File: src/hw/rtl/pspe_ram.sv
// Generic single-write, single-read RAM with registered read data.
// No dependencies.
`default_nettype none

module pspe_ram #(
    parameter int WIDTH = 8,
    parameter int DEPTH = 64
) (
    input  wire logic                                           clk,
    input  wire logic                                           we,
    input  wire logic [((DEPTH > 1) ? $clog2(DEPTH) : 1)-1:0]   waddr,
    input  wire logic [WIDTH-1:0]                               wdata,
    input  wire logic [((DEPTH > 1) ? $clog2(DEPTH) : 1)-1:0]   raddr,
    output logic      [WIDTH-1:0]                               rdata
);
    logic [WIDTH-1:0] mem [DEPTH];
    logic [WIDTH-1:0] rdata_reg;

    // Write port and registered read port
    always_ff @(posedge clk)
    begin
        if (we)
        begin
            mem[waddr] <= wdata;
        end
        rdata_reg <= mem[raddr];
    end

    assign rdata = rdata_reg;

endmodule

`default_nettype wire

File: config.mk
export PLATFORM = sky130hd
export DESIGN_NAME = pspe_ram
export DESIGN_NICKNAME = d
export VERILOG_FILES = /design/src/hw/rtl/pspe_ram.sv
export SDC_FILE = /design/constraint.sdc
export NUM_CORES = 1
export LEC_CHECK = 0
export BUFFER_PORTS_ARGS = -buffer_cell sky130_fd_sc_hd__buf_2
export CAP_MARGIN = 10
export CELL_PAD_IN_SITES_DETAIL_PLACEMENT = 2
export CELL_PAD_IN_SITES_GLOBAL_PLACEMENT = 2
export CORE_AREA = 2 2 161 242
export CTS_BUF_LIST = sky130_fd_sc_hd__clkbuf_16
export DETAILED_ROUTE_END_ITERATION = 8
export DIE_AREA = 0 0 163 244
export GPL_TIMING_DRIVEN = 0
export HOLD_SLACK_MARGIN = 0.15
export MAX_ROUTING_LAYER = met4
export PLACE_DENSITY = 0.92
export SYNTH_ARGS = -nofsm -noshare
export SYNTH_HDL_FRONTEND = slang
export SYNTH_SLANG_ARGS = --single-unit
File: constraint.sdc
create_clock -name clk -period 3.4 [get_ports clk]
set_clock_uncertainty 0.2 [all_clocks]
set_input_delay 0.34 -clock clk [delete_from_list [all_inputs] [get_ports clk]]
set_output_delay 0.34 -clock clk [all_outputs]
set_load 0.01 [all_outputs]
==> results.md <==
* Nets@finish at 1049
* Worst slew margin at 10.9%
* Post-Synth XOR/XNOR Area at 0%
* Crit path arrival time at 3.28 ns
* Mapped Nets at 962
* Tmin final at 3.06 ns
* Register area share after synthesis at 77.0%
* Drt total wl at 69.9 mm
* Share of synthesized cell area in and, or, nand and nor gates at 3.39%
* Slew at the pin closest to its max-slew limit at 1.34 ns
* Starting DRC count in detailed routing at 1523
* Worst Path Max Fanout at 10
* Required time worst endpoint at 3.63 ns
* Initial antenna violation count at 1
* Vias at 10.9k
* CTS Root Cell: clkbuf_16
* DIE WIDTH at 163 µm
* Proportion of layout cells with a drive suffix above 1 at 24.6%
* Power per cell area at 592 mW/mm²
* Io pins at 30
* Clk slew on worst S/H paths at 0.07 ns
* Largest net degree at the start of global routing at 65
* Max-cap viol count at 0
* Clk Latency, worst-skew pair at 0.60 ns
* Post-Synth Adder-Cell Area at 0%
* Worst Hold Margin at 0.175 ns
* Netlist Area Pre-Place at 0.0202 mm²
* Worst R2R Start: mem[12][1]
* HP Class: in2reg
* Fmax at 327 MHz
* Crit path from: raddr[1]
* Max IR drop VDD at 0.487 mV
* Post-route DRC at 0
* Seq cells post-synth at 520
* Synth Area per Inst at 21.5 µm²
* Die height at 244 µm
* Drt pass-1 iters at 5
* Critical path class: in2reg
* Yosys top cell by area: edfxtp_1
* Final setup viols at 0
* Commonest non-fill, non-tap cell in the layout: edfxtp_1
* Setup repair after global routing missed its margin: false
* Drt via density at 7.03
* Highest metal used: met4
* Post-CTS Resized at 0
* Placement Rows at 87
* GR Overflow Total at 0
* Worst Setup Start Kind: input pin
* Cell count after synthesis at 940
* Placed Area at 0.0209 mm²
* Combinational family with the most area after synthesis: multiplexers
* Synth unique cells at 40
* First-pass GRT wire length at 96.0 mm
* Yosys top cell area share at 76.2%
* Min-delay src: wdata[0]
* ANT nets after route at 0
* Port bufs at 21
* Vias in the first global route at 11.7k
* Clk sinks at 520
* Hold path cells at 1
* H-tree depth at 2
* Post-synthesis mux area share at 15.9%
* Post-DP HPWL at 42.4 mm
* Area Growth Syn to Fin at 12.3%
* Largest register FFs at 512
* Met2 WL at 36.4 mm
* Pins Over Slew Limit at 0
* Commonest cells after routing, fill and taps aside: edfxtp_1 (512), mux4_2 (126), nor2_1 (83)
* Synth Area in Compound Gates at 2.07%
* Die footprint at 0.0398 mm²
* Final TNS setup at 0 ns
* Routed wl met3 at 5.09 mm
* Status: finished clean
* Synth top area cells: edfxtp_1 (76%), mux4_2 (14%), nor2_1 (1.5%)
* Synthesis Warnings at 0
* Final hold vios at 0
* WL met1 at 23.7 mm
* WL/cell at 44.9 µm
* LEAKAGE at 7.13 nW
* CTS max path bufs at 3
* Initial Util at 53.7%
* Critical path capture point type: flip-flop
* R2R depth at 5
* Core ar. at 0.0376 mm²
* Cts bufs inserted at 48
* Fraction of the cycle the final worst path needs at 90.0%
* CTS tree: yes
* Tot GR Track Use at 37.0%
* Post-layout instance area at 0.0226 mm²
* GPL Wtd Cong at 0.951
==> cells by family after synthesis <==
family,after synthesis
buffers and inverters,51
and+or+nand+nor,153
muxes,162
DFF,520
AOI/OAI and AO/OA,54
==> where the power goes <==
part           switching (mW)  internal (mW)  leakage, nW
combinational           0.545          0.273         1.64
clock                    2.50           2.96        0.811
sequential             0.0243           7.09         4.67
total                    3.07           10.3         7.13
==> area by class of cell <==
cell class | instances | area (µm²)
Buffer | 51 | 317
Multi-Input combinational cell | 369 | 4320
Antenna cell | 1 | 2.50
Tap cell | 489 | 612
Clock inverter | 39 | 275
Clock buffer | 50 | 1250
Fill cell | 2879 | 14900
Sequential cell | 520 | 15500
Timing Repair Buffer | 37 | 330
==> per-stage QoR <==
stage	power [mW]	setup slack (ns)	util, %	cells
6_report	13.4	0.341	60.3	1556
5_1_grt	13.6	0.305	60.3	1556
4_1_cts	13.4	0.489	59.7	1541
3_5_place_dp	8.01	0.00166	55.6	1451
3_3_place_gp	7.93	0.167	55.6	1450
2_1_floorplan	7.63	1.19	-	940
==> layer usage <==
metal	GRT usage [%]	vias to the layer above
li1	-	4096
met1	43.7	5813
met2	60.9	786
met3	5.48	241
met4	21.4	0
met5	-	-
==> cell usage after synthesis, drive strengths merged <==
cell,n
o22ai,8
a211oi,4
nand2b,7
a2111oi,2
o2111ai,3
and2,1
clkbuf,17
or3,1
o2bb2ai,3
dfxtp,8
edfxtp,512
nand4b,1
o21a,2
nand3,13
o32ai,2
a31oi,1
nand4,2
o41ai,2
nor2b,14
nor3,7
o221a,2
a21oi,3
nor4,2
a221oi,6
o311ai,1
a22oi,3
nor2,83
mux2,13
nand2,19
o221ai,8
nand3b,3
buf,34
mux2i,23
mux4,126
o21ai,4
==> critical path, cell delays in order <==
cell	delay, ns
buf_4	0.21
buf_2	0.41
buf_1	0.85
nand2_1	0.40
o221ai_1	0.32
nor2_1	0.14
nor3_1	0.36
o32ai_1	0.23
==> worst paths after layout <==
| check | endpoint | slack (ns) |
|---|---|---|
| max | rdata[6] | 0.34 |
| min | mem[46][0] | 0.18 |
| max reg2reg | rdata[1] | 0.89 |
| min reg2reg | rdata[7] | 0.79 |
==> timing repair <==
| item | CTS | global route |
|---|---|---|
| hold buffers | 1 | 6 |
| setup buffers | 0 | 0 |
| hold endpoints to repair | 3 | 94 |
| endpoints found under the setup margin | 0 | 0 |
Note: power is estimated with default switching activity, not from simulation.
