### config.mk
export PLATFORM = sky130hd
export DESIGN_NAME = pspe_dp
export DESIGN_NICKNAME = d
export VERILOG_FILES = /design/src/hw/rtl/pspe_pkg.sv /design/src/hw/rtl/pspe_dp.sv
export SDC_FILE = /design/constraint.sdc
export NUM_CORES = 2
export LEC_CHECK = 0
export BUFFER_PORTS_ARGS = -buffer_cell sky130_fd_sc_hd__clkbuf_2
export CAP_MARGIN = 20
export CORE_ASPECT_RATIO = 1.75
export CORE_MARGIN = 1.5
export CORE_UTILIZATION = 36
export DETAILED_ROUTE_END_ITERATION = 12
export PLACE_DENSITY_LB_ADDON = 0.15
export SLEW_MARGIN = 20
export SYNTH_ARGS = -nofsm -noshare
export SYNTH_HDL_FRONTEND = slang
export SYNTH_SLANG_ARGS = --single-unit
### constraint.sdc
create_clock -name clk -period 18.9 [get_ports clk]
set_input_delay 1.89 -clock clk [delete_from_list [all_inputs] [get_ports clk]]
set_output_delay 1.89 -clock clk [all_outputs]
set_load 0.01 [all_outputs]
### src/hw/rtl/pspe_pkg.sv
// Shared constants, register codes and controller/datapath interface types
// for the polyline stroke pattern expander. No dependencies.
`default_nettype none

package pspe_pkg;

    // Pattern limits
    localparam int MAX_PIECES = 64;
    localparam int EPSILON_Q8 = 1;

    localparam int PIECE_AW = (MAX_PIECES > 1) ? $clog2(MAX_PIECES) : 1;
    localparam int CNT_W    = $clog2(MAX_PIECES + 1);

    // Datapath widths
    localparam int COORD_W = 24;
    localparam int CFG_W   = 16;
    localparam int IDX_W   = 3;
    localparam int PIECE_W = 4 * COORD_W;

    // Iteration counts of the shared square root and divider
    localparam int SQRT_STEPS = 25;
    localparam int DIV_STEPS  = 50;

    // Pattern modes
    localparam logic [1:0] MODE_SOLID  = 2'd0;
    localparam logic [1:0] MODE_DASH   = 2'd1;
    localparam logic [1:0] MODE_DOT    = 2'd2;
    localparam logic [1:0] MODE_UNUSED = 2'd3;

    // Register indexes
    localparam logic [IDX_W-1:0] REG_MODE       = 3'd0;
    localparam logic [IDX_W-1:0] REG_STROKE_W   = 3'd1;
    localparam logic [IDX_W-1:0] REG_DASH_LEN   = 3'd2;
    localparam logic [IDX_W-1:0] REG_GAP_LEN    = 3'd3;
    localparam logic [IDX_W-1:0] REG_DOT_GAP    = 3'd4;

    // Register reset values
    localparam logic [CFG_W-1:0] RST_STROKE_W = 16'd256;
    localparam logic [CFG_W-1:0] RST_DASH_LEN = 16'd2048;
    localparam logic [CFG_W-1:0] RST_GAP_LEN  = 16'd1024;
    localparam logic [CFG_W-1:0] RST_DOT_GAP  = 16'd512;

    typedef enum logic [1:0] {
        MUL_IDLE,
        MUL_DXX,
        MUL_DYY,
        MUL_LERP
    } mul_op_t;

    typedef struct packed {
        logic    line_start;
        logic    take_seg;
        mul_op_t mul_op;
        logic    sq_load;
        logic    sq_add;
        logic    sqrt_step;
        logic    div_start_pos;
        logic    div_start_dot;
        logic    div_start_lerp;
        logic    div_step;
        logic    pos_load;
        logic    dash_adv;
        logic    set_drop;
        logic    dot_load;
        logic    dot_skip;
        logic    dot_adv;
        logic    lerp_init;
        logic    lerp_res;
        logic    put_solid;
        logic    put_piece;
        logic    dist_adv;
        logic    out_load;
        logic    out_adv;
    } ctl_cmd_t;

    typedef struct packed {
        logic       line_start;
        logic [1:0] mode;
        logic       len_small;
        logic       dl_pos;
        logic       dot_ok;
        logic       off_le_len;
        logic       it_zero;
        logic       d_ge_len;
        logic       dash_emit;
        logic       n_full;
        logic       n_zero;
        logic       dot_done;
        logic       lerp_last;
        logic       out_last;
    } ctl_stat_t;

endpackage

`default_nettype wire

### src/hw/rtl/pspe_dp.sv
// Datapath of the stroke pattern expander: configuration, vertex state,
// shared multiplier, square root and divider, dash/dot walk. Uses pspe_pkg.
`default_nettype none

module pspe_dp (
    input  wire logic                              clk,
    input  wire logic                              rst_n,
    input  wire logic                              cfg_we,
    input  wire logic [pspe_pkg::IDX_W-1:0]        cfg_index,
    input  wire logic [pspe_pkg::CFG_W-1:0]        cfg_data,
    input  wire logic signed [23:0]                vertex_x,
    input  wire logic signed [23:0]                vertex_y,
    input  wire logic                              starts_line,
    input  wire pspe_pkg::ctl_cmd_t                cmd,
    output pspe_pkg::ctl_stat_t                    st,
    output logic                                   ram_we,
    output logic [pspe_pkg::PIECE_AW-1:0]          ram_waddr,
    output logic [pspe_pkg::PIECE_W-1:0]           ram_wdata,
    output logic [pspe_pkg::PIECE_AW-1:0]          ram_raddr,
    input  wire logic [pspe_pkg::PIECE_W-1:0]      ram_rdata,
    output logic signed [23:0]                     piece_start_x,
    output logic signed [23:0]                     piece_start_y,
    output logic signed [23:0]                     piece_end_x,
    output logic signed [23:0]                     piece_end_y,
    output logic                                   last_piece,
    output logic                                   pieces_dropped
);
    localparam int CW = pspe_pkg::CNT_W;

    // Configuration
    logic [1:0]  mode_reg;
    logic [15:0] sw_reg, dash_reg, gap_reg, dgap_reg;

    // Vertex and distance state
    logic signed [23:0] prev_x_reg, prev_y_reg;
    logic               have_prev_reg;
    logic [31:0]        dist_reg, next_dot_reg;

    // Segment
    logic signed [23:0] ax_reg, ay_reg;
    logic signed [24:0] dx_reg, dy_reg;

    // Multiplier
    logic signed [25:0] mul_a, mul_b;
    logic signed [51:0] mul_reg;

    // Square root
    logic [49:0] sq_reg;
    logic [25:0] sr_rem_reg;
    logic [24:0] len_reg;
    logic [27:0] sr_sh, sr_trial, sr_diff;
    logic        sr_fit;

    logic [5:0]  it_reg;

    // Divider
    logic [49:0]        dv_quo_reg;
    logic [24:0]        dv_rem_reg, dv_den_reg;
    logic               dv_neg_reg;
    logic [25:0]        dv_sh, dv_diff;
    logic               dv_ge;
    logic signed [51:0] mag_full;
    logic [49:0]        lerp_dvd;
    logic               q_ge;

    // Pattern derived values
    logic [16:0] pat, steplen, dl_s;
    logic [15:0] dl;
    logic        dl_pos;
    logic [31:0] nd_load;

    // Walk state
    logic [16:0] pos_reg;
    logic [25:0] d_reg;
    logic [24:0] pd0_reg, pd1_reg;
    logic        in_dash;
    logic [16:0] remv;
    logic [24:0] left, step, pos_sum;
    logic [16:0] pos_next;
    logic [25:0] d_sum;
    logic [CW-1:0] n_reg, emit_reg, rd_reg, rd_inc;
    logic          drop_reg;
    logic [1:0]    lidx_reg;

    // Interpolated points
    logic signed [23:0] px0_reg, py0_reg, px1_reg, py1_reg;
    logic signed [23:0] lr_a;
    logic [25:0]        lr_base, lr_res, lr_q;

    // Output beat
    logic [23:0] osx_reg, osy_reg, oex_reg, oey_reg;
    logic        olast_reg, odrop_reg;

    // Hold configuration registers
    always_ff @(posedge clk or negedge rst_n)
    begin
        if (!rst_n)
        begin
            mode_reg <= pspe_pkg::MODE_SOLID;
            sw_reg   <= pspe_pkg::RST_STROKE_W;
            dash_reg <= pspe_pkg::RST_DASH_LEN;
            gap_reg  <= pspe_pkg::RST_GAP_LEN;
            dgap_reg <= pspe_pkg::RST_DOT_GAP;
        end
        else if (cfg_we)
        begin
            unique case (cfg_index)
                pspe_pkg::REG_MODE:     mode_reg <= cfg_data[1:0];
                pspe_pkg::REG_STROKE_W: sw_reg   <= cfg_data;
                pspe_pkg::REG_DASH_LEN: dash_reg <= cfg_data;
                pspe_pkg::REG_GAP_LEN:  gap_reg  <= cfg_data;
                pspe_pkg::REG_DOT_GAP:  dgap_reg <= cfg_data;
                default: ;
            endcase
        end
    end

    // Pattern lengths
    assign pat     = {1'b0, dash_reg} + {1'b0, gap_reg};
    assign steplen = {1'b0, sw_reg} + {1'b0, dgap_reg};
    assign dl_s    = {1'b0, dash_reg} - {1'b0, sw_reg};
    assign dl      = dl_s[15:0];
    assign dl_pos  = !dl_s[16] && (dl_s != 17'd0);
    assign nd_load = {15'd0, steplen} - {7'd0, dv_rem_reg};

    // Track previous vertex, travelled distance and next dot offset
    always_ff @(posedge clk or negedge rst_n)
    begin
        if (!rst_n)
        begin
            prev_x_reg    <= '0;
            prev_y_reg    <= '0;
            have_prev_reg <= 1'b0;
            dist_reg      <= '0;
            next_dot_reg  <= '0;
        end
        else
        begin
            if (cmd.line_start)
            begin
                prev_x_reg    <= vertex_x;
                prev_y_reg    <= vertex_y;
                have_prev_reg <= 1'b1;
                dist_reg      <= '0;
                next_dot_reg  <= '0;
            end
            else if (cmd.take_seg)
            begin
                prev_x_reg <= vertex_x;
                prev_y_reg <= vertex_y;
            end
            if (cmd.dist_adv)
            begin
                dist_reg <= dist_reg + {7'd0, len_reg};
            end
            if (cmd.dot_load)
            begin
                next_dot_reg <= nd_load;
            end
            else if (cmd.dot_skip)
            begin
                next_dot_reg <= next_dot_reg - {7'd0, len_reg};
            end
        end
    end

    // Latch segment start and deltas
    always_ff @(posedge clk)
    begin
        if (cmd.take_seg)
        begin
            ax_reg <= prev_x_reg;
            ay_reg <= prev_y_reg;
            dx_reg <= {vertex_x[23], vertex_x} - {prev_x_reg[23], prev_x_reg};
            dy_reg <= {vertex_y[23], vertex_y} - {prev_y_reg[23], prev_y_reg};
        end
    end

    // Select multiplier operands
    always_comb
    begin
        unique case (cmd.mul_op)
            pspe_pkg::MUL_DXX:
            begin
                mul_a = {dx_reg[24], dx_reg};
                mul_b = {dx_reg[24], dx_reg};
            end
            pspe_pkg::MUL_DYY:
            begin
                mul_a = {dy_reg[24], dy_reg};
                mul_b = {dy_reg[24], dy_reg};
            end
            pspe_pkg::MUL_LERP:
            begin
                mul_a = lidx_reg[0] ? {dy_reg[24], dy_reg} : {dx_reg[24], dx_reg};
                mul_b = $signed({1'b0, (lidx_reg[1] ? pd1_reg : pd0_reg)});
            end
            default:
            begin
                mul_a = '0;
                mul_b = '0;
            end
        endcase
    end

    always_ff @(posedge clk)
    begin
        if (cmd.mul_op != pspe_pkg::MUL_IDLE)
        begin
            mul_reg <= mul_a * mul_b;
        end
    end

    // Square root: two radicand bits per step
    assign sr_sh    = {sr_rem_reg, sq_reg[49:48]};
    assign sr_trial = {1'b0, len_reg, 2'b01};
    assign sr_fit   = sr_sh >= sr_trial;
    assign sr_diff  = sr_sh - sr_trial;

    always_ff @(posedge clk)
    begin
        if (cmd.sq_load)
        begin
            sq_reg <= mul_reg[49:0];
        end
        else if (cmd.sq_add)
        begin
            sq_reg     <= sq_reg + mul_reg[49:0];
            sr_rem_reg <= '0;
            len_reg    <= '0;
        end
        else if (cmd.sqrt_step)
        begin
            sq_reg     <= {sq_reg[47:0], 2'b00};
            sr_rem_reg <= sr_fit ? sr_diff[25:0] : sr_sh[25:0];
            len_reg    <= {len_reg[23:0], sr_fit};
        end
    end

    // Iteration counter shared by square root and divider
    always_ff @(posedge clk or negedge rst_n)
    begin
        if (!rst_n)
        begin
            it_reg <= '0;
        end
        else if (cmd.sq_add)
        begin
            it_reg <= 6'(pspe_pkg::SQRT_STEPS - 1);
        end
        else if (cmd.div_start_pos || cmd.div_start_dot || cmd.div_start_lerp)
        begin
            it_reg <= 6'(pspe_pkg::DIV_STEPS - 1);
        end
        else if (cmd.sqrt_step || cmd.div_step)
        begin
            it_reg <= it_reg - 6'd1;
        end
    end

    // Divider: restoring, one quotient bit per step
    assign mag_full = mul_reg[51] ? -mul_reg : mul_reg;
    assign lerp_dvd = mag_full[49:0] + {26'd0, len_reg[24:1]};
    assign dv_sh    = {dv_rem_reg, dv_quo_reg[49]};
    assign dv_ge    = dv_sh >= {1'b0, dv_den_reg};
    assign dv_diff  = dv_sh - {1'b0, dv_den_reg};

    always_ff @(posedge clk)
    begin
        if (cmd.div_start_pos)
        begin
            dv_quo_reg <= {18'd0, dist_reg};
            dv_den_reg <= {8'd0, pat};
            dv_rem_reg <= '0;
        end
        else if (cmd.div_start_dot)
        begin
            dv_quo_reg <= {25'd0, len_reg - next_dot_reg[24:0]};
            dv_den_reg <= {8'd0, steplen};
            dv_rem_reg <= '0;
        end
        else if (cmd.div_start_lerp)
        begin
            dv_quo_reg <= lerp_dvd;
            dv_den_reg <= len_reg;
            dv_rem_reg <= '0;
            dv_neg_reg <= mul_reg[51];
        end
        else if (cmd.div_step)
        begin
            dv_rem_reg <= dv_ge ? dv_diff[24:0] : dv_sh[24:0];
            dv_quo_reg <= {dv_quo_reg[48:0], dv_ge};
        end
    end

    // Dash walk: distance to the next pattern edge, clipped to the segment
    assign in_dash  = pos_reg < {1'b0, dl};
    assign remv     = in_dash ? ({1'b0, dl} - pos_reg) : (pat - pos_reg);
    assign left     = len_reg - d_reg[24:0];
    assign step     = ({8'd0, remv} < left) ? {8'd0, remv} : left;
    assign pos_sum  = {8'd0, pos_reg} + step;
    assign pos_next = (pos_sum == {8'd0, pat}) ? 17'd0 : pos_sum[16:0];
    assign d_sum    = d_reg + {1'b0, step};
    assign q_ge     = dv_quo_reg >= 50'(pspe_pkg::MAX_PIECES);
    assign rd_inc   = rd_reg + CW'(1);

    // Advance walk counters
    always_ff @(posedge clk or negedge rst_n)
    begin
        if (!rst_n)
        begin
            n_reg    <= '0;
            emit_reg <= '0;
            rd_reg   <= '0;
            drop_reg <= 1'b0;
            lidx_reg <= '0;
        end
        else
        begin
            if (cmd.take_seg)
            begin
                n_reg    <= '0;
                rd_reg   <= '0;
                drop_reg <= 1'b0;
            end
            else if (cmd.put_solid)
            begin
                n_reg <= CW'(1);
            end
            else if (cmd.put_piece)
            begin
                n_reg <= n_reg + CW'(1);
            end
            if (cmd.set_drop)
            begin
                drop_reg <= 1'b1;
            end
            else if (cmd.dot_load)
            begin
                drop_reg <= q_ge;
                emit_reg <= q_ge ? CW'(pspe_pkg::MAX_PIECES)
                                 : (dv_quo_reg[CW-1:0] + CW'(1));
            end
            if (cmd.lerp_init)
            begin
                lidx_reg <= '0;
            end
            else if (cmd.lerp_res)
            begin
                lidx_reg <= lidx_reg + 2'd1;
            end
            if (cmd.out_adv)
            begin
                rd_reg <= rd_inc;
            end
        end
    end

    // Advance walk position and piece distances
    always_ff @(posedge clk)
    begin
        if (cmd.pos_load)
        begin
            pos_reg <= dv_rem_reg[16:0];
            d_reg   <= '0;
        end
        else if (cmd.dash_adv)
        begin
            d_reg   <= d_sum;
            pos_reg <= pos_next;
            if (st.dash_emit)
            begin
                pd0_reg <= d_reg[24:0];
                pd1_reg <= d_sum[24:0];
            end
        end
        else if (cmd.dot_load)
        begin
            d_reg <= {1'b0, next_dot_reg[24:0]};
        end
        else if (cmd.dot_adv)
        begin
            pd0_reg <= d_reg[24:0];
            d_reg   <= d_reg + {9'd0, steplen};
        end
    end

    // Offset the rounded quotient into a coordinate
    assign lr_a    = lidx_reg[0] ? ay_reg : ax_reg;
    assign lr_base = {{2{lr_a[23]}}, lr_a};
    assign lr_q    = dv_quo_reg[25:0];
    assign lr_res  = dv_neg_reg ? (lr_base - lr_q) : (lr_base + lr_q);

    always_ff @(posedge clk)
    begin
        if (cmd.lerp_res)
        begin
            unique case (lidx_reg)
                2'd0: px0_reg <= lr_res[23:0];
                2'd1: py0_reg <= lr_res[23:0];
                2'd2: px1_reg <= lr_res[23:0];
                default: py1_reg <= lr_res[23:0];
            endcase
        end
    end

    // Piece buffer write and read
    assign ram_we    = cmd.put_solid || cmd.put_piece;
    assign ram_waddr = cmd.put_solid ? '0 : n_reg[pspe_pkg::PIECE_AW-1:0];
    assign ram_raddr = rd_reg[pspe_pkg::PIECE_AW-1:0];

    always_comb
    begin
        if (cmd.put_solid)
        begin
            ram_wdata = {ax_reg, ay_reg, prev_x_reg, prev_y_reg};
        end
        else if (mode_reg == pspe_pkg::MODE_DOT)
        begin
            ram_wdata = {px0_reg, py0_reg, px0_reg, py0_reg};
        end
        else
        begin
            ram_wdata = {px0_reg, py0_reg, px1_reg, py1_reg};
        end
    end

    // Load output beat
    always_ff @(posedge clk)
    begin
        if (cmd.out_load)
        begin
            {osx_reg, osy_reg, oex_reg, oey_reg} <= ram_rdata;
            olast_reg <= (rd_inc == n_reg);
            odrop_reg <= drop_reg;
        end
    end

    assign piece_start_x  = osx_reg;
    assign piece_start_y  = osy_reg;
    assign piece_end_x    = oex_reg;
    assign piece_end_y    = oey_reg;
    assign last_piece     = olast_reg;
    assign pieces_dropped = odrop_reg;

    // Status to the controller
    always_comb
    begin
        st.line_start = starts_line || !have_prev_reg;
        st.mode       = mode_reg;
        st.len_small  = len_reg <= 25'(pspe_pkg::EPSILON_Q8);
        st.dl_pos     = dl_pos;
        st.dot_ok     = (sw_reg > 16'(2 * pspe_pkg::EPSILON_Q8))
                        && (steplen > 17'(pspe_pkg::EPSILON_Q8));
        st.off_le_len = next_dot_reg <= {7'd0, len_reg};
        st.it_zero    = it_reg == 6'd0;
        st.d_ge_len   = d_reg >= {1'b0, len_reg};
        st.dash_emit  = in_dash && (step > 25'(pspe_pkg::EPSILON_Q8));
        st.n_full     = n_reg == CW'(pspe_pkg::MAX_PIECES);
        st.n_zero     = n_reg == '0;
        st.dot_done   = n_reg == emit_reg;
        st.lerp_last  = (mode_reg == pspe_pkg::MODE_DOT) ? (lidx_reg == 2'd1)
                                                         : (lidx_reg == 2'd3);
        st.out_last   = olast_reg;
    end

endmodule

`default_nettype wire

==> reports/results.tsv <==
metric	value	unit
status	finished, final reports clean	
CTS tree	done	
GR Overflow Total	0	
CP Class	register to register	
clock buffer count from CTS	93	
Buf+Inv Stages, Crit Path	4	
cell repeated most along the worst path	a21o_1	
DR vias/cell	5.527	
dpl hpwl	273.5	mm
initial antenna violation count	29	
worst hold slack	478.4	ps
crit start category	register	
CTS Buffer Depth	3	
nets	10640	
Hold Path Sink	pieces_dropped	
# IOs	413	
Final Critical Period	11390	ps
post-DR wirelength/cell	27.63	um
Synth top area share	20.28	%
Ys Warns	0	
Top FF cell, synth	edfxtp_1	
Cell variety after synth	100	
Final TNS setup	0	ps
die width	366.1	um
most frequent cell after synthesis	inv_1	
wire length of the first global-routing pass	487.6	mm
via count	67624	
Hold Violations, Final	0	
Min-Delay Path Class	register to register	
Die H	638.5	um
number of synthesized flops with an enable pin	561	
H-Tree Depth	3	
Slew HR	16.89	%
max incr delay on CP	550	ps
GPL Wtd Cong	0.9987	
# setup viols final	0	
cells on worst reg2reg path	45	
Top Usage Layer GRT	met2	
number of global-route vias before repair	71643	
Root Driver	clkbuf_16	
placed cell areas	89130	um2
Final period util	60.28	%
met2 usage	53.46	%
Layout Skew	84.80	ps
FF+latch count, synth	847	
Post-synth ARST share	24.68	%
GR met3 Demand/Resource	3.635	%
core area	229700	um2
Clock transition at path regs	60	ps
total wire length	338.0	mm
DIE AREA	233800	um2
IO Port Bufs	412	
Iteration-0 DRC Markers	4269	
Arr. time, crit path	11880	ps
mapped cell area	83080	um2
maxcap violations	0	
worst-margin pin slew	1238	ps
max reg flops	51	
Worst Setup End Kind	register	
unrepaired setup endpoints after global routing	false	
Worst EP required	19380	ps
Clk Latency, worst-skew pair	810	ps
layout cells sized above 1	11.23	%
Worst R2R Start	dash_reg[0]	
reg2reg end	pos_reg[12]	
first drt pass iteration count	6	
slowest CP cell	or4_1	
hold wc startpoint	drop_reg	
clock sinks	847	
Post-Synthesis Cells	8745	
Hold Path Stages	0	
largest net degree at the start of global routing	86	
sequential area share after synthesis	28.43	%
final std cells w/o fill	12235	
CP top delay family	compound AO/OA/AOI/OAI gates	
Area growth syn-to-layout	11.34	%
Setup Fix Bufs, Post-CTS	0	
achievable clock frequency	87.77	MHz
Design Area, Final	92500	um2
crit-path max FO	19	
Total Routing Usage GR	28.72	%
Avg Inst Size Synth	9.500	um2
reg2reg setup slack	7510	ps
synth top area cells	edfxtp_1, fa_1, ha_1	
area leader, netlist	edfxtp_1	
placed insts	12045	
post-CTS sizing	0	
Starting Density	36.16	%
Synth top cells by count	inv_1, nand2_1, fa_1	
DRC Markers	0	
CTS Hold Bufs	0	
row count	233	
Routed Antenna Nets	0	
max-slew violations	0	
GR Util met1	27.58	%
==> layout make-up <==
type,count,area [um2]
fillers,23054,137200
multi-input cells,6553,54560
clock inverters,44,620.6
inverters,1016,3814
repair buffers,574,3308
flip-flops and latches,847,23620
diodes,15,37.54
clock buffers,131,2705
well taps,3055,3822
==> logic make-up (layout without fill, tap and decap cells) <==
kind of cell | after synthesis | in the layout | synth area share (%)
adders and majority gates | 1364 | 1364 | 26.99
muxes | 405 | 405 | 5.155
DFF | 847 | 847 | 28.43
AOI/OAI and AO/OA | 1847 | 1847 | 14.33
buffers and inverters | 1353 | 1765 | 6.161
xor gates and xnor gates | 559 | 559 | 5.893
and+or+nand+nor | 2369 | 2369 | 13.03
other | 1 | 24 | 0.004514
==> metrics by stage <==
| step | utilization, % | setup slack, ps |
|---|---|---|
| 6_report | 40.26 | 7507 |
| 5_1_grt | 40.25 | 6713 |
| 4_1_cts | 40.24 | 7483 |
| 3_3_place_gp | 38.79 | 6939 |
| 2_1_floorplan | - | 8801 |
| 3_5_place_dp | 38.80 | 6887 |
==> routing by layer <==
layer  routed length, um  up-vias
met1              111300    33825
met3               14090      945
met4               36380        8
li1                    -    30741
met5                  43        -
met2              176200     2105
==> worst max-delay path by stage <==
stage                start           to  slack (ps)  depth (start not counted)
6_report       dash_reg[0]  pos_reg[12]        7510                         45
5_1_grt        dash_reg[0]  pos_reg[12]        6710                         45
4_1_cts        dash_reg[0]  pos_reg[12]        7480                         45
3_5_place_dp       cmd[20]  mul_reg[42]        6890                         28
3_3_place_gp       cmd[20]  mul_reg[42]        6940                         28
2_1_floorplan  dash_reg[0]  pos_reg[10]        8800                         48
==> layout by cell type, fill, tap and decap left out, types with 31 or more instances in the layout <==
| cell type | count |
|---|---|
| or3_1 | 59 |
| nand2b_1 | 83 |
| nand3_1 | 119 |
| nand2_1 | 968 |
| xnor2_1 | 387 |
| nor2b_1 | 79 |
| nor3_1 | 118 |
| a21o_1 | 199 |
| clkbuf_16 | 97 |
| o21bai_1 | 52 |
| dfxtp_1 | 77 |
| a31oi_1 | 53 |
| mux2_2 | 183 |
| o21ai_0 | 436 |
| ha_1 | 651 |
| xor2_1 | 172 |
| a22oi_1 | 51 |
| a21oi_1 | 487 |
| nand4_1 | 52 |
| dfrtp_1 | 204 |
| or2_2 | 31 |
| a211oi_1 | 75 |
| mux2i_1 | 222 |
| inv_1 | 1012 |
| nor4_1 | 40 |
| fa_1 | 712 |
| nor2_1 | 601 |
| clkbuf_2 | 406 |
| o211ai_1 | 51 |
| edfxtp_1 | 561 |
| o31ai_1 | 50 |
| buf_4 | 165 |
| a22o_1 | 36 |
| o21a_1 | 67 |
| and2_1 | 69 |
| and3_1 | 49 |
Power is not shown: default switching activity piles up to over one toggle a cycle in this logic, so the estimate is an artifact.
