$ cat src/hw/rtl/pspe_pkg.sv
// Shared constants, register codes and controller/datapath interface types
// for the polyline stroke pattern expander. No dependencies.
`default_nettype none

package pspe_pkg;

    // Pattern limits
    localparam int MAX_PIECES = 64;
    localparam int EPSILON_Q8 = 1;

    localparam int PIECE_AW = (MAX_PIECES > 1) ? $clog2(MAX_PIECES) : 1;
    localparam int CNT_W    = $clog2(MAX_PIECES + 1);

    // Datapath widths
    localparam int COORD_W = 24;
    localparam int CFG_W   = 16;
    localparam int IDX_W   = 3;
    localparam int PIECE_W = 4 * COORD_W;

    // Iteration counts of the shared square root and divider
    localparam int SQRT_STEPS = 25;
    localparam int DIV_STEPS  = 50;

    // Pattern modes
    localparam logic [1:0] MODE_SOLID  = 2'd0;
    localparam logic [1:0] MODE_DASH   = 2'd1;
    localparam logic [1:0] MODE_DOT    = 2'd2;
    localparam logic [1:0] MODE_UNUSED = 2'd3;

    // Register indexes
    localparam logic [IDX_W-1:0] REG_MODE       = 3'd0;
    localparam logic [IDX_W-1:0] REG_STROKE_W   = 3'd1;
    localparam logic [IDX_W-1:0] REG_DASH_LEN   = 3'd2;
    localparam logic [IDX_W-1:0] REG_GAP_LEN    = 3'd3;
    localparam logic [IDX_W-1:0] REG_DOT_GAP    = 3'd4;

    // Register reset values
    localparam logic [CFG_W-1:0] RST_STROKE_W = 16'd256;
    localparam logic [CFG_W-1:0] RST_DASH_LEN = 16'd2048;
    localparam logic [CFG_W-1:0] RST_GAP_LEN  = 16'd1024;
    localparam logic [CFG_W-1:0] RST_DOT_GAP  = 16'd512;

    typedef enum logic [1:0] {
        MUL_IDLE,
        MUL_DXX,
        MUL_DYY,
        MUL_LERP
    } mul_op_t;

    typedef struct packed {
        logic    line_start;
        logic    take_seg;
        mul_op_t mul_op;
        logic    sq_load;
        logic    sq_add;
        logic    sqrt_step;
        logic    div_start_pos;
        logic    div_start_dot;
        logic    div_start_lerp;
        logic    div_step;
        logic    pos_load;
        logic    dash_adv;
        logic    set_drop;
        logic    dot_load;
        logic    dot_skip;
        logic    dot_adv;
        logic    lerp_init;
        logic    lerp_res;
        logic    put_solid;
        logic    put_piece;
        logic    dist_adv;
        logic    out_load;
        logic    out_adv;
    } ctl_cmd_t;

    typedef struct packed {
        logic       line_start;
        logic [1:0] mode;
        logic       len_small;
        logic       dl_pos;
        logic       dot_ok;
        logic       off_le_len;
        logic       it_zero;
        logic       d_ge_len;
        logic       dash_emit;
        logic       n_full;
        logic       n_zero;
        logic       dot_done;
        logic       lerp_last;
        logic       out_last;
    } ctl_stat_t;

endpackage

`default_nettype wire

$ cat src/hw/rtl/pspe_ctrl.sv
// Controller of the stroke pattern expander: sequences segment length,
// pattern walk, interpolation and output beats. Uses pspe_pkg.
`default_nettype none

module pspe_ctrl (
    input  wire logic                 clk,
    input  wire logic                 rst_n,
    input  wire logic                 in_valid,
    output logic                      in_stall,
    output logic                      out_valid,
    input  wire logic                 out_stall,
    input  wire pspe_pkg::ctl_stat_t  st,
    output pspe_pkg::ctl_cmd_t        cmd
);
    typedef enum logic [4:0] {
        S_IDLE, S_SQ1, S_SQ2, S_SQ3, S_SQRT, S_DISP,
        S_DIVP, S_POSL, S_DASH, S_DIVD, S_DOTL, S_DOT,
        S_LMUL, S_LDIV0, S_LDIV, S_LRES, S_LWR,
        S_FIN, S_ORD, S_OLD, S_OWAIT
    } state_t;

    state_t state_reg, state_next;
    logic   out_valid_reg, out_valid_next;

    // Hold state and output valid
    always_ff @(posedge clk or negedge rst_n)
    begin
        if (!rst_n)
        begin
            state_reg     <= S_IDLE;
            out_valid_reg <= 1'b0;
        end
        else
        begin
            state_reg     <= state_next;
            out_valid_reg <= out_valid_next;
        end
    end

    assign in_stall  = state_reg != S_IDLE;
    assign out_valid = out_valid_reg;

    // Next state and commands
    always_comb
    begin
        cmd            = '0;
        state_next     = state_reg;
        out_valid_next = out_valid_reg;
        unique case (state_reg)
            S_IDLE:
            begin
                if (in_valid)
                begin
                    if (st.line_start)
                    begin
                        cmd.line_start = 1'b1;
                    end
                    else
                    begin
                        cmd.take_seg = 1'b1;
                        state_next   = S_SQ1;
                    end
                end
            end
            S_SQ1:
            begin
                cmd.mul_op = pspe_pkg::MUL_DXX;
                state_next = S_SQ2;
            end
            S_SQ2:
            begin
                cmd.sq_load = 1'b1;
                cmd.mul_op  = pspe_pkg::MUL_DYY;
                state_next  = S_SQ3;
            end
            S_SQ3:
            begin
                cmd.sq_add = 1'b1;
                state_next = S_SQRT;
            end
            S_SQRT:
            begin
                cmd.sqrt_step = 1'b1;
                if (st.it_zero)
                begin
                    state_next = S_DISP;
                end
            end
            S_DISP:
            begin
                unique case (st.mode)
                    pspe_pkg::MODE_SOLID:
                    begin
                        cmd.put_solid = 1'b1;
                        state_next    = S_FIN;
                    end
                    pspe_pkg::MODE_DASH:
                    begin
                        if (st.len_small)
                        begin
                            state_next = S_IDLE;
                        end
                        else if (st.dl_pos)
                        begin
                            cmd.div_start_pos = 1'b1;
                            state_next        = S_DIVP;
                        end
                        else
                        begin
                            state_next = S_FIN;
                        end
                    end
                    pspe_pkg::MODE_DOT:
                    begin
                        if (st.len_small)
                        begin
                            state_next = S_IDLE;
                        end
                        else if (!st.dot_ok)
                        begin
                            state_next = S_FIN;
                        end
                        else if (st.off_le_len)
                        begin
                            cmd.div_start_dot = 1'b1;
                            state_next        = S_DIVD;
                        end
                        else
                        begin
                            cmd.dot_skip = 1'b1;
                            state_next   = S_FIN;
                        end
                    end
                    default:
                    begin
                        state_next = S_FIN;
                    end
                endcase
            end
            S_DIVP:
            begin
                cmd.div_step = 1'b1;
                if (st.it_zero)
                begin
                    state_next = S_POSL;
                end
            end
            S_POSL:
            begin
                cmd.pos_load = 1'b1;
                state_next   = S_DASH;
            end
            S_DASH:
            begin
                if (st.d_ge_len)
                begin
                    state_next = S_FIN;
                end
                else if (st.dash_emit && st.n_full)
                begin
                    cmd.set_drop = 1'b1;
                    state_next   = S_FIN;
                end
                else
                begin
                    cmd.dash_adv = 1'b1;
                    if (st.dash_emit)
                    begin
                        cmd.lerp_init = 1'b1;
                        state_next    = S_LMUL;
                    end
                end
            end
            S_DIVD:
            begin
                cmd.div_step = 1'b1;
                if (st.it_zero)
                begin
                    state_next = S_DOTL;
                end
            end
            S_DOTL:
            begin
                cmd.dot_load = 1'b1;
                state_next   = S_DOT;
            end
            S_DOT:
            begin
                if (st.dot_done)
                begin
                    state_next = S_FIN;
                end
                else
                begin
                    cmd.dot_adv   = 1'b1;
                    cmd.lerp_init = 1'b1;
                    state_next    = S_LMUL;
                end
            end
            S_LMUL:
            begin
                cmd.mul_op = pspe_pkg::MUL_LERP;
                state_next = S_LDIV0;
            end
            S_LDIV0:
            begin
                cmd.div_start_lerp = 1'b1;
                state_next         = S_LDIV;
            end
            S_LDIV:
            begin
                cmd.div_step = 1'b1;
                if (st.it_zero)
                begin
                    state_next = S_LRES;
                end
            end
            S_LRES:
            begin
                cmd.lerp_res = 1'b1;
                state_next   = st.lerp_last ? S_LWR : S_LMUL;
            end
            S_LWR:
            begin
                cmd.put_piece = 1'b1;
                state_next    = (st.mode == pspe_pkg::MODE_DOT) ? S_DOT : S_DASH;
            end
            S_FIN:
            begin
                cmd.dist_adv = 1'b1;
                state_next   = st.n_zero ? S_IDLE : S_ORD;
            end
            S_ORD:
            begin
                state_next = S_OLD;
            end
            S_OLD:
            begin
                cmd.out_load   = 1'b1;
                out_valid_next = 1'b1;
                state_next     = S_OWAIT;
            end
            S_OWAIT:
            begin
                if (!out_stall)
                begin
                    out_valid_next = 1'b0;
                    cmd.out_adv    = 1'b1;
                    state_next     = st.out_last ? S_IDLE : S_ORD;
                end
            end
            default:
            begin
                state_next = S_IDLE;
            end
        endcase
    end

endmodule

`default_nettype wire

$ cat config.mk
export PLATFORM = sky130hd
export DESIGN_NAME = pspe_ctrl
export DESIGN_NICKNAME = d
export VERILOG_FILES = /design/src/hw/rtl/pspe_pkg.sv /design/src/hw/rtl/pspe_ctrl.sv
export SDC_FILE = /design/constraint.sdc
export NUM_CORES = 1
export LEC_CHECK = 0
export ABC_AREA = 1
export BUFFER_PORTS_ARGS = -buffer_cell sky130_fd_sc_hd__buf_2
export CAP_MARGIN = 20
export CORE_UTILIZATION = 30
export DETAILED_ROUTE_END_ITERATION = 12
export REMOVE_ABC_BUFFERS = 1
export SYNTH_ARGS = -nofsm -noshare
export SYNTH_HDL_FRONTEND = slang
export SYNTH_SLANG_ARGS = --single-unit
$ cat constraint.sdc
create_clock -name clk -period 1.2 [get_ports clk]
set_input_delay 0.18 -clock clk [delete_from_list [all_inputs] [get_ports clk]]
set_output_delay 0.18 -clock clk [all_outputs]
set_load 0.05 [all_outputs]
==> flow_metrics.py, run 1 <==
metrics = {
    "routing": {
        "viasPerCell": 4.92,
        "vias": 1579,
        "ant_nets": 0,
        "drt_wl_total_um": 4750,
        "drc": 0,
        "wl_per_cell_um": 14.8,
        "drtIter0Drc": 55,
        "drt_pass1_iterations": 4,
    },
    "power": {
        "peakVddDrop_uv": 1100,
        "p_leak_nw": 1.19,
        "power_density_nw_per_um2": 2030,
    },
    "critical_path": {
        "crit_path_max_fanout": 3,
        "critPathBufInv": 5,
        "cp_slowest_cell": "dfrtp_1",
        "endpoint_kind": "primary output",
        "worstPathArrival_ns": 1.58,
        "cp_common_cell": "inv_2",
        "crit_required_ns": 1.02,
        "max_stage_delay_ns": 0.42,
        "cp_cell_sequence": "inv_2 > buf_12 > buf_6 > nand3_4 > nor2_4 > inv_2 > nand2_2 > buf_8",
        "start_kind": "flop",
        "cp_top_family": "buffers and inverters",
        "critPathKind": "flop to primary output",
    },
    "flow_run": {
        "max_cap_violations": 0,
    },
    "cts": {
        "clk_latency_ns": 0.25,
        "cts.path.max_buffers": 2,
        "numCtsBuffers": 3,
        "clock-root-buffer": "clkbuf_4",
        "cts_tree": "built",
        "clock-sinks": 6,
        "htree_levels": 1,
        "path_clk_slew_ns": 0.05,
    },
    "yosys": {
        "ys_ff_latch": 6,
        "synth.largest_area_cell": "nand2_1",
        "synth.distinct_cells": 23,
        "synth-compound-area-share_pct": 3.70,
        "syn_inst": 174,
        "synth_top_family_by_area": "simple AND/OR/NAND/NOR gates",
        "yosysSeqAreaShare_pct": 15.9,
        "yosysTopAreaCellShare_pct": 18.7,
        "synth_xor_area_share_pct": 0,
        "yosys.area_share.simple_pct": 63.5,
        "synth_mux_area_share_pct": 0,
        "syn_area_per_cell_um2": 5.44,
        "yosysWarnings": 0,
        "yosys-top-cells-area": "nand2_1, dfrtp_1, nor2_1",
        "synth_area_um2": 946,
        "synthAdderAreaFrac_pct": 3.97,
    },
    "layout": {
        "largest_reg_flops": 5,
        "final_nets": 301,
        "fillers": 235,
        "utilization_pct": 74.0,
        "final_common_cell": "buf_4",
        "drive_above_1_share_pct": 63.9,
        "synthToLayoutAreaGrowth_pct": 137,
        "layout_common_cells": "buf_4, nand2_1, buf_6",
        "n_antenna_cell": 0,
    },
    "global_routing": {
        "grt_pass1_wl_um": 6200,
        "grt_max_degree": 8,
        "antenna_found_initial": 0,
        "grt_pass1_vias": 1397,
        "grt_usage_pct": 24.1,
        "overflow": 0,
    },
    "floorplanning": {
        "die-area_um2": 3380,
        "io_pins": 45,
        "die_h_um": 58.2,
        "placementRows": 20,
        "fp.dieW_um": 58.2,
        "initial_utilization_pct": 31.2,
        "core_region_area_um2": 3030,
    },
    "sta": {
        "final.min_clock_period_ns": 1.76,
        "finalSetupTns_ns": -13.52,
        "finalSetupViolCount": 31,
        "drv_slew": 0,
        "layout_setup_ws_ns": -0.562,
        "rsz0062_at_grt": "true",
        "finalHoldViolations": 0,
        "max_freq_mhz": 568,
        "post-route-period-util_pct": 147,
        "slew-limit-headroom_pct": 81.4,
        "worstMarginPinSlew_ns": 0.277,
        "clock_skew_ns": 0.000452,
    },
    "hold_path": {
        "hold_path.class": "input port to flop",
    },
    "outcome": {
        "run_status": "finished, violations left",
        "violations": "negative setup slack",
    },
    "placed_design": {
        "gp_congestion": 0.878,
        "dpl.hpwl_um": 2740,
        "port-buffer-count": 44,
    },
}
where the power goes:
| part | total (mW) | internal (mW) | switching, mW |
|---|---|---|---|
| sequential | 0.418 | 0.281 | 0.137 |
| clock | 0.194 | 0.114 | 0.0799 |
| combinational | 3.94 | 1.65 | 2.29 |
tightest hold or removal path: cells and delay by family:
kind / cells / cell delay [ns]
buf+inv: 2 / 0.15
compound gates: 1 / 0.08
layout make-up:
| cell class | instances | area (um^2) | share of cell area [%] |
|---|---|---|---|
| multi-input cells | 136 | 980 | 43.7 |
| repair buffers | 100 | 891 | 39.8 |
| flip-flops and latches | 6 | 155 | 6.92 |
| inverters | 32 | 138 | 6.14 |
| well taps | 44 | 55.1 | 2.46 |
| clock buffers | 3 | 22.5 | 1.01 |
per-layer routing:
layer / global-route usage, % / vias to the layer above / share of wire [%]
li1: - / 753 / -
met1: 28.8 / 741 / 38
met2: 46.0 / 73 / 56
met3: 3.57 / 12 / 5.3
met4: 3.74 / 0 / 1.1
met5: 0 / - / 0
final timing paths:
path | start | endpoint | slack [ns] | cells after the start
worst max-delay path | state_reg[0] | cmd[13] | -0.56 | 8
worst min-delay path | out_stall | out_valid | 0.19 | 3
worst max register to register | state_reg[0] | state_reg[4] | -0.46 | 13
worst min register to register | out_valid | out_valid | 0.50 | 2
max in group asynchronous | rst_n | state_reg[3] | 0.71 | 2
min in group asynchronous | rst_n | state_reg[2] | 0.32 | 2
synth_stat cells:
library cell   n
nand4_1        8
o21ai_0        3
nor2_2         5
clkinv_1       1
nand2_2        8
nand3_1       11
nand3b_1       2
nor3_1         2
o22ai_1        1
and3_1         1
nor3_2         1
dfrtp_1        6
inv_2          3
o21ai_1        1
inv_1         27
inv_4          1
nand2_1       47
o41ai_1        1
ha_1           3
nor2_1        36
nor2_4         3
nand3_2        2
nor3b_1        1
kinds of logic after synthesis:
family	after synthesis
AOI/OAI and AO/OA	6
adders and majority gates	3
buffers and inverters	32
DFF	6
and+or+nand+nor	127
metrics by stage:
stage          std cells  total power [mW]  instance area [um^2]  setup WS, ns  hold slack (ns)
2_1_floorplan        174              1.88                   946         -1.42           -0.116
3_3_place_gp         297              2.81                  1480        -0.340           0.0186
3_5_place_dp         297              2.81                  1480        -0.391           0.0185
4_1_cts              313              3.92                  1990        -0.475            0.189
5_1_grt              321              4.75                  2240        -0.587            0.198
6_report             321              4.55                  2240        -0.562            0.194
what timing repair did:
action                                 in CTS  in global routing
hold buffers                                1                  0
endpoints found under the hold margin       6                  0
resized for setup                         112                 53
buffers inserted                           13                 12
pin swaps                                  14                 21
setup endpoints to repair                  31                 31
(Power assumes the default switching activity.)
==> run 2, diff against run 1 <==
==> constraint.sdc (replaced) <==
create_clock -name clk -period 2.19 [get_ports clk]
set_input_delay 0.3285 -clock clk [delete_from_list [all_inputs] [get_ports clk]]
set_output_delay 0.3285 -clock clk [all_outputs]
set_load 0.05 [all_outputs]
==> flow_metrics.py, run 2 (same netlist as run 1, synthesis figures left out) <==
metrics = {
    "layout": {
        "largest_reg_flops": 5,
        "synthToLayoutAreaGrowth_pct": 34.1,
        "fillers": 349,
        "final_common_cell": "nand2_1",
        "drive_above_1_share_pct": 32.3,
        "n_antenna_cell": 0,
        "final_nets": 247,
        "final_area_um2": 1270,
        "layout_common_cells": "nand2_1, buf_2, nor2_1",
    },
    "cts": {
        "path_clk_slew_ns": 0.05,
        "numCtsBuffers": 3,
        "cts.path.max_buffers": 2,
        "clk_latency_ns": 0.24,
        "cts_tree": "built",
        "clock-sinks": 6,
        "htree_levels": 1,
        "post_cts_buffers": 0,
        "clock-root-buffer": "clkbuf_4",
    },
    "sta": {
        "final.min_clock_period_ns": 2.02,
        "slew-limit-headroom_pct": 78.7,
        "finalSetupViolCount": 0,
        "clock_skew_ns": 0.00361,
        "drv_slew": 0,
        "max_freq_mhz": 496,
        "finalHoldViolations": 0,
        "post-route-period-util_pct": 92.0,
        "worstMarginPinSlew_ns": 0.320,
        "whs_ns": 0.357,
    },
    "power": {
        "power_density_nw_per_um2": 1090,
        "p_leak_nw": 0.821,
        "peakVddDrop_uv": 439,
        "finalPower_mw": 1.38,
    },
    "placed_design": {
        "port-buffer-count": 44,
        "place_area_um2": 1230,
        "gp_congestion": 0.877,
        "dpl.hpwl_um": 2360,
    },
    "hold_path": {
        "hold_path.class": "input port to flop",
    },
    "critical_path": {
        "crit_required_ns": 1.86,
        "crit_path_max_fanout": 6,
        "cp_top_family": "simple AND/OR/NAND/NOR gates",
        "cp_cell_sequence": "nor2_2 > buf_4 > nand3_1 > nor2_1 > buf_2",
        "critPathBufInv": 2,
        "critPathKind": "flop to primary output",
        "worstPathArrival_ns": 1.69,
        "cp_slowest_cell": "dfrtp_1",
        "max_stage_delay_ns": 0.48,
        "start_kind": "flop",
        "endpoint_kind": "primary output",
    },
    "floorplanning": {
        "core_region_area_um2": 3030,
        "placementRows": 20,
        "die_h_um": 58.2,
        "fp.dieW_um": 58.2,
        "io_pins": 45,
        "die-area_um2": 3380,
        "initial_utilization_pct": 31.2,
    },
    "routing": {
        "drt_wl_total_um": 2740,
        "wl_per_cell_um": 10.3,
        "ant_nets": 0,
        "viasPerCell": 4.53,
        "drt_pass1_iterations": 4,
        "drtIter0Drc": 42,
        "drc": 0,
        "vias": 1210,
    },
    "global_routing": {
        "antenna_found_initial": 0,
        "grt_max_degree": 11,
        "grt_usage_pct": 16.8,
        "grt_pass1_vias": 975,
        "grt_pass1_wl_um": 4320,
        "overflow": 0,
    },
    "flow_run": {
        "max_cap_violations": 0,
    },
    "outcome": {
        "run_status": "finished clean",
    },
}
-- run 2: final cells by class --
cell class / instances / area [um^2] / area share, %
Clock buffer: 3 / 22.5 / 1.78
Inverter: 32 / 123 / 9.66
Multi-Input combinational cell: 136 / 676 / 53.3
Sequential cell: 6 / 150 / 11.8
Tap cell: 44 / 55.1 / 4.34
Timing Repair Buffer: 46 / 243 / 19.1
-- run 2: metrics by stage --
stage	instances	utilization [%]	setup TNS [ns]	setup slack (ns)
detailed placement	263	40.6	0	0.340
finish	267	41.9	0	0.174
CTS	267	41.7	0	0.0628
floorplan	174	-	-1.16	-0.581
global route	267	41.9	-0.0495	-0.0495
global placement	263	40.6	0	0.385
-- run 2: power by group --
part           switching (mW)  leakage (nW)  internal (mW)
Combinational           0.780         0.726          0.292
Clock                  0.0395        0.0138         0.0620
Sequential             0.0631        0.0805          0.149
-- run 2: metal layers --
layer  part of all wire [%]  wire length (um)  global-route usage (%)
met1                     51              1410                    24.1
met2                     43              1180                    25.9
met3                    5.3               145                    4.46
met4                   0.29                 8                    2.04
met5                      0                 0                       0
-- run 2: timing repair --
item,in CTS,in global routing
endpoints found under the setup margin,0,2
hold buffers,1,0
resized for setup,0,4
endpoints found under the hold margin,6,0
-- run 2: path summary, 6_finish.rpt --
path	start	to	slack [ns]	depth (start not counted)
worst min register to register	out_valid	out_valid	0.50	2
worst max register to register	state_reg[1]	state_reg[4]	0.60	9
max in group asynchronous	rst_n	out_valid	1.60	2
min in group asynchronous	rst_n	state_reg[4]	0.44	2
worst min-delay path	out_stall	out_valid	0.36	3
worst max-delay path	state_reg[1]	cmd[0]	0.17	5
-- run 2: worst min-delay path: stages --
cell and delay (ns):
buf_2 0.11, o22ai_1 0.08, inv_1 0.05
==> run 3, diff against run 2 <==
--- a/config.mk
+++ b/config.mk
@@ -8,8 +8,11 @@
 export ABC_AREA = 1
 export BUFFER_PORTS_ARGS = -buffer_cell sky130_fd_sc_hd__buf_2
 export CAP_MARGIN = 20
-export CORE_UTILIZATION = 30
+export CELL_PAD_IN_SITES_DETAIL_PLACEMENT = 1
+export CELL_PAD_IN_SITES_GLOBAL_PLACEMENT = 2
+export CORE_UTILIZATION = 23
 export DETAILED_ROUTE_END_ITERATION = 12
+export PLACE_DENSITY_LB_ADDON = 0.1
 export REMOVE_ABC_BUFFERS = 1
 export SYNTH_ARGS = -nofsm -noshare
 export SYNTH_HDL_FRONTEND = slang
==> flow_metrics.py, run 3 (same netlist as run 1, synthesis figures left out) <==
metrics = {
    "outcome": {
        "run_status": "finished clean",
    },
    "critical_path": {
        "start_kind": "flop",
        "critPathKind": "flop to primary output",
        "crit_path_max_fanout": 6,
        "worstPathArrival_ns": 1.71,
        "endpoint_kind": "primary output",
        "crit_required_ns": 1.86,
    },
    "sta": {
        "drv_slew": 0,
        "final.min_clock_period_ns": 2.03,
        "finalSetupViolCount": 0,
        "finalSetupTns_ns": 0,
        "clock_skew_ns": 0.00165,
        "layout_setup_ws_ns": 0.156,
        "worstMarginPinSlew_ns": 0.321,
        "rsz0062_at_grt": "false",
        "post-route-period-util_pct": 92.9,
        "finalHoldViolations": 0,
        "max_freq_mhz": 492,
        "slew-limit-headroom_pct": 78.6,
    },
    "layout": {
        "layout_common_cells": "nand2_1, buf_2, nor2_1",
        "final_area_um2": 1280,
        "largest_reg_flops": 5,
        "fillers": 530,
        "fin_cells": 270,
        "final_common_cell": "nand2_1",
        "final_nets": 246,
        "synthToLayoutAreaGrowth_pct": 35.8,
        "utilization_pct": 33.8,
        "drive_above_1_share_pct": 32.0,
        "n_antenna_cell": 0,
    },
    "placed_design": {
        "dpl.hpwl_um": 3240,
        "gp_congestion": 0.879,
        "port-buffer-count": 44,
        "pre_cts_ws_ns": 0.316,
        "placed_cells": 266,
        "place_area_um2": 1230,
    },
    "floorplanning": {
        "fp.dieW_um": 66.1,
        "core_region_area_um2": 3800,
        "die-area_um2": 4370,
        "io_pins": 45,
        "die_h_um": 66.1,
        "initial_utilization_pct": 24.9,
        "placementRows": 22,
    },
    "cts": {
        "clock-root-buffer": "clkbuf_8",
        "htree_levels": 1,
        "cts_tree": "built",
        "post_cts_buffers": 0,
        "numCtsBuffers": 3,
        "clock-sinks": 6,
        "clk_latency_ns": 0.22,
        "path_clk_slew_ns": 0.04,
        "cts.path.max_buffers": 2,
    },
    "routing": {
        "vias": 1246,
        "ant_nets": 0,
        "wl_per_cell_um": 13.4,
        "viasPerCell": 4.61,
        "drt_pass1_iterations": 4,
        "drc": 0,
        "drtIter0Drc": 35,
        "drt_wl_total_um": 3630,
    },
    "global_routing": {
        "antenna_found_initial": 0,
        "grt_usage_pct": 18.6,
        "grt_max_degree": 11,
        "grt_pass1_wl_um": 6240,
        "overflow": 0,
        "grt_pass1_vias": 1343,
    },
    "flow_run": {
        "max_cap_violations": 0,
    },
    "power": {
        "power_density_nw_per_um2": 1150,
        "peakVddDrop_uv": 593,
        "p_leak_nw": 0.824,
    },
    "hold_path": {
        "hold_path.class": "input port to flop",
    },
}
## run 3: changes by cell type in the layout (fill, tap and decap cells not counted)
cell / before / now
buf_4: 2 / 1
clkbuf_4: 4 / 1
clkbuf_8: 0 / 3
## run 3: routing by layer
layer  share of wire, %  up-vias  track usage (%)
li1                   -      637                -
met1                 45      578             22.9
met2                 51       29             35.1
met3                3.6        2             1.72
met4               0.28        0             3.19
met5                  0        -                0
## run 3: per-stage QoR
| stage | hold slack (ns) | total power, mW |
|---|---|---|
| global placement | 0.161 | 1.29 |
| global route | 0.422 | 1.62 |
| detailed placement | 0.161 | 1.32 |
| finish | 0.375 | 1.48 |
| floorplan | 0.0329 | 1.03 |
| CTS | 0.378 | 1.49 |
## run 3: worst paths after layout
kind	startpoint	to	slack (ns)	depth (start not counted)
setup reg to reg	state_reg[3]	state_reg[1]	0.60	9
max in group asynchronous	rst_n	out_valid	1.59	2
hold / removal	out_stall	out_valid	0.37	3
hold reg to reg	out_valid	out_valid	0.48	2
setup / recovery	state_reg[1]	cmd[8]	0.16	6
min in group asynchronous	rst_n	state_reg[4]	0.45	2
## run 3: timing repair
| item | in CTS | in global routing |
|---|---|---|
| gates resized for setup | 0 | 4 |
| hold buffers | 1 | 0 |
| endpoints found under the setup margin | 0 | 2 |
| hold endpoints to repair | 6 | 0 |
## run 3: area by class of cell
type | instances | area, um^2 | share of cell area (%)
multi-input combinational | 136 | 676 | 52.6
timing repair buffer | 45 | 235 | 18.3
sequential | 6 | 150 | 11.7
inverter | 32 | 123 | 9.54
tap | 48 | 60.1 | 4.67
clock buffer | 3 | 41.3 | 3.21
## run 3: critical path, stage by stage (launching register included)
cell	delay (ns)
dfrtp_1	0.48
nor2_4	0.19
nand2_1	0.06
nor2_1	0.16
nand2_1	0.15
nor3b_1	0.21
buf_4	0.23
## run 3: power by group
part | switching [mW] | internal (mW)
clock network | 0.0500 | 0.118
registers | 0.0657 | 0.149
logic | 0.818 | 0.280
total | 0.933 | 0.547
